File: src/rtl/seeded_wavefront_distance_map_defines.svh
// Assertion helpers for the seeded wavefront distance map.
`ifndef SEEDED_WAVEFRONT_DISTANCE_MAP_DEFINES_SVH
`define SEEDED_WAVEFRONT_DISTANCE_MAP_DEFINES_SVH

`ifndef SYNTHESIS
`define SWDM_ASSERT(lbl, prop, msg) \
   lbl: assert property (@(posedge clock) disable iff (reset) (prop)) else $error(msg);
`define SWDM_ASSERT_NEXT(lbl, pre, post, msg) \
   lbl: assert property (@(posedge clock) disable iff (reset) (pre) |=> (post)) else $error(msg);
`else
`define SWDM_ASSERT(lbl, prop, msg)
`define SWDM_ASSERT_NEXT(lbl, pre, post, msg)
`endif

`endif

File: src/rtl/swdm_ram.sv
`timescale 1ns / 1ps
module swdm_ram #(
   parameter int WIDTH = 8,
   parameter int DEPTH = 256
) (
   input  logic                     clock,
   input  logic                     we,
   input  logic [$clog2(DEPTH)-1:0] waddr,
   input  logic [WIDTH-1:0]         wdata,
   input  logic [$clog2(DEPTH)-1:0] raddr,
   output logic [WIDTH-1:0]         rdata
);
   logic [WIDTH-1:0] mem [DEPTH];

   always_ff @(posedge clock) begin
      if (we) begin
         mem[waddr] <= wdata;
      end
      rdata <= mem[raddr];
   end
endmodule

File: config.mk
export PLATFORM = sky130hd
export DESIGN_NAME = swdm_ram
export DESIGN_NICKNAME = d
export VERILOG_FILES = /design/src/rtl/seeded_wavefront_distance_map_defines.svh /design/src/rtl/swdm_ram.sv
export SDC_FILE = /design/constraint.sdc
export NUM_CORES = 2
export LEC_CHECK = 0
export BUFFER_PORTS_ARGS = -buffer_cell sky130_fd_sc_hd__buf_2
export CORE_UTILIZATION = 30
export CTS_BUF_LIST = sky130_fd_sc_hd__clkbuf_8
export DETAILED_ROUTE_END_ITERATION = 8
export PLACE_DENSITY = 0.46
export SETUP_SLACK_MARGIN = 0.4
export SYNTH_ARGS = -nofsm -noshare
export SYNTH_HDL_FRONTEND = slang
export SYNTH_SLANG_ARGS = --single-unit
File: constraint.sdc
create_clock -name clock -period 3.3 [get_ports clock]
set_input_delay 0 -clock clock [delete_from_list [all_inputs] [get_ports clock]]
set_output_delay 0 -clock clock [all_outputs]
set_load 0.02 [all_outputs]
## Yosys cells after proc, flatten, opt, wreduce, memory -nomap -nowiden

Memory sizes are Yosys's and may differ from the RTL's. A register that Yosys moved wholly into a read port is not among the register bits.
Index checks and enable logic that the tools add are counted.

| cells by class | value |
|---|---|
| add/sub/neg operators | 0 |
| $mul | 0 |
| divide/modulo/power cells | 0 |
| $lt $le $gt $ge | 0 |
| eq/ne operators | 0 |
| shift-type cells | 0 |
| muxes and demuxes | 2 |
| bitwise gates (word level) | 0 |
| reductions and logical operators | 0 |

Operators by type and width:

| kind | number |
|---|---|
| 1-bit 2-to-1 mux | 2 |

| storage, ports and cells | value |
|---|---|
| register bits | 0 |
| latch bits | 0 |
| RAM bits | 2048 |
| ROM bits | 0 |
| output and inout port bits | 8 |
| word-level logic and storage cells | 3 |
| memories kept | 1 |

Memories:

| name | depth | bits a word | rd ports | clocked after Yosys merged registers in | wr ports | RTL line | RTL |
|---|---|---|---|---|---|---|---|
| mem | 256 | 8 | 1 | 1 | 1 | swdm_ram.sv:13 | `logic [WIDTH-1:0] mem [DEPTH];` |

## Longest topological paths before layout

| depth | value |
|---|---|
| word-level depth | 2 |
| mapped depth | 11 |
| gate-level depth less buffers | 6 |

## Least setup slack after synthesis

OpenSTA, ideal clock, no wires.

| path | value |
|---|---|
| path kind | input-to-reg |
| start | in raddr[0] |
| end | reg rdata[2], read port of mem |
| library setup time | 0.131 ns |
| arrival time | 1.807 ns |
| path slack | 1.362 ns |
| stages | 9 |
| buffers on the path | 4 |
| path through | buf_6 -> buf_12 -> buf_8 -> buf_2 -> mux4_2 -> a22oi_1 -> a21oi_1 -> nor4_1 -> nor4_2 |

RTL lines:

| item | RTL line | RTL |
|---|---|---|
| start: declaration | swdm_ram.sv:10 | `input logic [$clog2(DEPTH)-1:0] raddr,` |
| end: declaration | swdm_ram.sv:11 | `output logic [WIDTH-1:0] rdata` |

==> impl_metrics.py <==
metrics = {
    "run_status": {
        "outcome": "finished, final reports clean",
    },
    "placement": {
        "place.port_buffers": 33,
        "hpwl_um": 139000,
        "dp.cells": 7412,
        "place_area_um2": 86200,
        "gp_congestion": 0.806,
    },
    "floorplanning": {
        "initial_utilization_pct": 30.3,
        "dieArea_um2": 267000,
        "std_cell_rows": 188,
        "die_w_um": 517,
        "chipHeight_um": 517,
        "core_um2": 263000,
        "ioPinCount": 34,
    },
    "pwr": {
        "power_density_nw_per_um2": 566,
        "swShare_pct": 23.3,
        "p_comb_share_pct": 5.5,
        "p_int_w": 0.0402,
        "p_leak_nw": 29.2,
        "p_sw_w": 0.0122,
        "pwr-share-seq_pct": 55.1,
        "clkPwrFrac_pct": 39.4,
        "peakVddDrop_mv": 0.304,
    },
    "clocking": {
        "clk_latency_ns": 0.97,
        "clock-sinks": 2056,
        "clkSlewWorstSetupHoldPaths_ns": 0.06,
        "cts.htree.levels": 5,
        "cts_buffer_depth": 4,
        "cts_tree": "done",
        "numCtsBuffers": 348,
        "cts_root_buf": "clkbuf_8",
    },
    "sta": {
        "finalSetupViolCount": 0,
        "period_share_pct": 85.2,
        "slew_headroom_pct": 21.3,
        "fin_crit_ns": 2.81,
        "clock_skew_ns": 0.0917,
        "maxSlewViolCount": 0,
        "hold_viol": 0,
        "worst_hold_slack_ns": 0.136,
        "worst_slew_pin_slew_ns": 1.17,
        "rsz0062_at_grt": "false",
        "fmax_mhz": 356,
    },
    "yosys": {
        "post_synth.cell_area_avg_um2": 21.3,
        "synthArstFlopShare_pct": 0,
        "netlist_area_um2": 79600,
        "synth.top_cell.area_share_pct": 77.3,
        "ys_types": 55,
        "synth.top_cells.by_count": "edfxtp_1 (2,048), mux4_2 (454), nor2_1 (282)",
        "synthAdderAreaFrac_pct": 0,
        "synthSimpleGateAreaFrac_pct": 2.63,
        "synth_ff_type": "edfxtp_1",
        "synth_top_family_by_area": "multiplexers",
        "synth_compound_area_share_pct": 3.42,
        "synth_top_cell_by_area": "edfxtp_1",
        "yosysMostFrequentCell": "edfxtp_1",
        "synth_area_leaders": "edfxtp_1 (77%), mux4_2 (13%), mux2i_1 (1.7%), nor2_1 (1.3%), a22oi_1 (1.3%)",
        "muxShareOfSynthArea_pct": 14.6,
        "seq_area_frac_synth_pct": 77.5,
        "yosysWarnings": 0,
        "synth_edf_count": 2048,
        "syn_nets": 3759,
        "synth_xor_area_share_pct": 0,
        "synth-seq-cells": 2056,
        "synthCells": 3733,
    },
    "drt": {
        "ant_nets": 0,
        "drt_iter0_drc": 3463,
        "vias": 39947,
        "routed_via_density": 4.97,
        "routedWlPerCell_um": 27.9,
        "drcViolationCount": 0,
        "dr.pass1.iters": 5,
        "wl_um": 224000,
    },
    "setup_path": {
        "start_kind": "flip-flop",
        "cp-end-kind": "flip-flop",
        "max_stage_delay_ns": 1.02,
        "crit_arrival_ns": 3.56,
        "crit_required_ns": 4.05,
        "cp_cell_sequence": "mux4_2 -> a22oi_1 -> a21oi_1 -> nor4_1 -> nor4_1",
        "crit_type": "reg2reg",
        "worstPathMaxFanout": 1,
        "critPathSlowestCell": "nor4_1",
        "r2r-start": "mem[211][1]$_DFFE_PP_",
        "crit_start": "mem[211][1]$_DFFE_PP_",
        "critPathMostFrequentCell": "nor4_1",
    },
    "final_layout": {
        "drive_above_1_share_pct": 28.5,
        "seqCellArea_um2": 61700,
        "finalNetCount": 4295,
        "multi_input_area_um2": 16600,
        "fin_util_pct": 35.2,
        "fin_cells": 8042,
        "fillers": 24839,
        "area_growth_syn_to_layout_pct": 16.3,
        "final_area_um2": 92600,
    },
    "grt": {
        "grt_pass1_vias": 41409,
        "grt_pass1_wl_um": 319000,
        "grtUsageTotal_pct": 16.7,
        "grt-ovfl-total": 0,
        "grt_max_degree": 122,
        "grt_antenna_before_repair": 13,
    },
    "worst_hold_path": {
        "hold_path_class": "in2reg",
        "min_from": "raddr[2]",
    },
    "job": {
        "cap_violations": 0,
    },
}
==> kinds of logic after synthesis <==
family / after synthesis
compound gates: 385
buf+inv: 235
flops: 2056
mux: 591
simple gates: 466
==> routing by layer <==
layer / up-vias / global-route usage, % / share of wire, %
li1: 16827 / - / -
met2: 1187 / 27.1 / 48
met1: 21580 / 23.3 / 45
met3: 351 / 2.77 / 5.0
met4: 2 / 4.23 / 2.5
met5: - / 0 / 0.0058
==> final cells by class <==
type                            count  share of cell area [%]
Sequential cell                  2056                    66.6
Inverter                            2                 0.00811
Tap cell                         3515                    4.75
Clock buffer                      363                    5.40
Clock inverter                    241                    1.20
Timing Repair Buffer              419                    4.12
Antenna cell                        4                  0.0108
Multi-Input combinational cell   1442                    17.9
==> registers in the layout (all words and copies together), names as in the netlist <==
name,cells
mem,2048
rdata,8
==> metrics by stage <==
| step | setup TNS, ns | worst slack [ns] | total power [W] |
|---|---|---|---|
| final | 0 | 0.490 | 0.0524 |
| after global routing | 0 | 0.525 | 0.0542 |
| after CTS | 0 | 0.442 | 0.0530 |
| after detailed placement | -0.534 | -0.247 | 0.0323 |
| after global placement | -2.11 | -0.745 | 0.0323 |
| after floorplan | 0 | 1.36 | 0.0308 |
==> final timing paths <==
check,end,slack [ns],cells after the start
worst max-delay path,rdata[1]$_DFF_P_,0.49,5
worst min-delay path,rdata[7]$_DFF_P_,0.14,5
worst max register to register,rdata[1]$_DFF_P_,0.49,5
worst min register to register,rdata[7]$_DFF_P_,1.04,5
==> worst max-delay path, delay by kind of cell (launching register included) <==
family / cells / cell delay (ns)
muxes: 1 / 0.47
AOI/OAI and AO/OA: 2 / 0.72
DFF: 1 / 0.37
and+or+nand+nor: 2 / 1.11
==> repair_timing <==
item	CTS	global route
setup buffers	0	0
endpoints found under the hold margin	2947	0
cloned	0	0
endpoints found under the setup margin	2	2
hold buffers	22	0
gates resized for setup	2	2
==> power groups by stage <==
stage               sequential, W  clock (W)  combinational (W)
floorplan                  0.0294          0            0.00140
detailed placement         0.0294          0            0.00293
CTS                        0.0289     0.0212            0.00296
global placement           0.0294          0            0.00290
finish                     0.0289     0.0207            0.00289
global route               0.0288     0.0223            0.00306
==> layout by cell type (no fill, tap or decap), drive strengths merged, types with 6 or more instances in the layout <==
master / count
nor2: 282
o221ai: 47
nand4: 10
inv: 149
a221oi: 14
clkbuf: 363
nand3: 34
mux2i: 134
nor4: 27
a211oi: 16
and2: 6
clkinv: 88
a21oi: 96
nor2b: 31
mux4: 456
a22o: 8
o21ai: 12
a22oi: 133
buf: 397
nand2b: 8
edfxtp: 2048
dlygate4sd3: 22
dfxtp: 8
nor3: 22
o22ai: 28
nand2: 33
o211ai: 10
No activity file was read; power rests on OpenSTA's default activity.
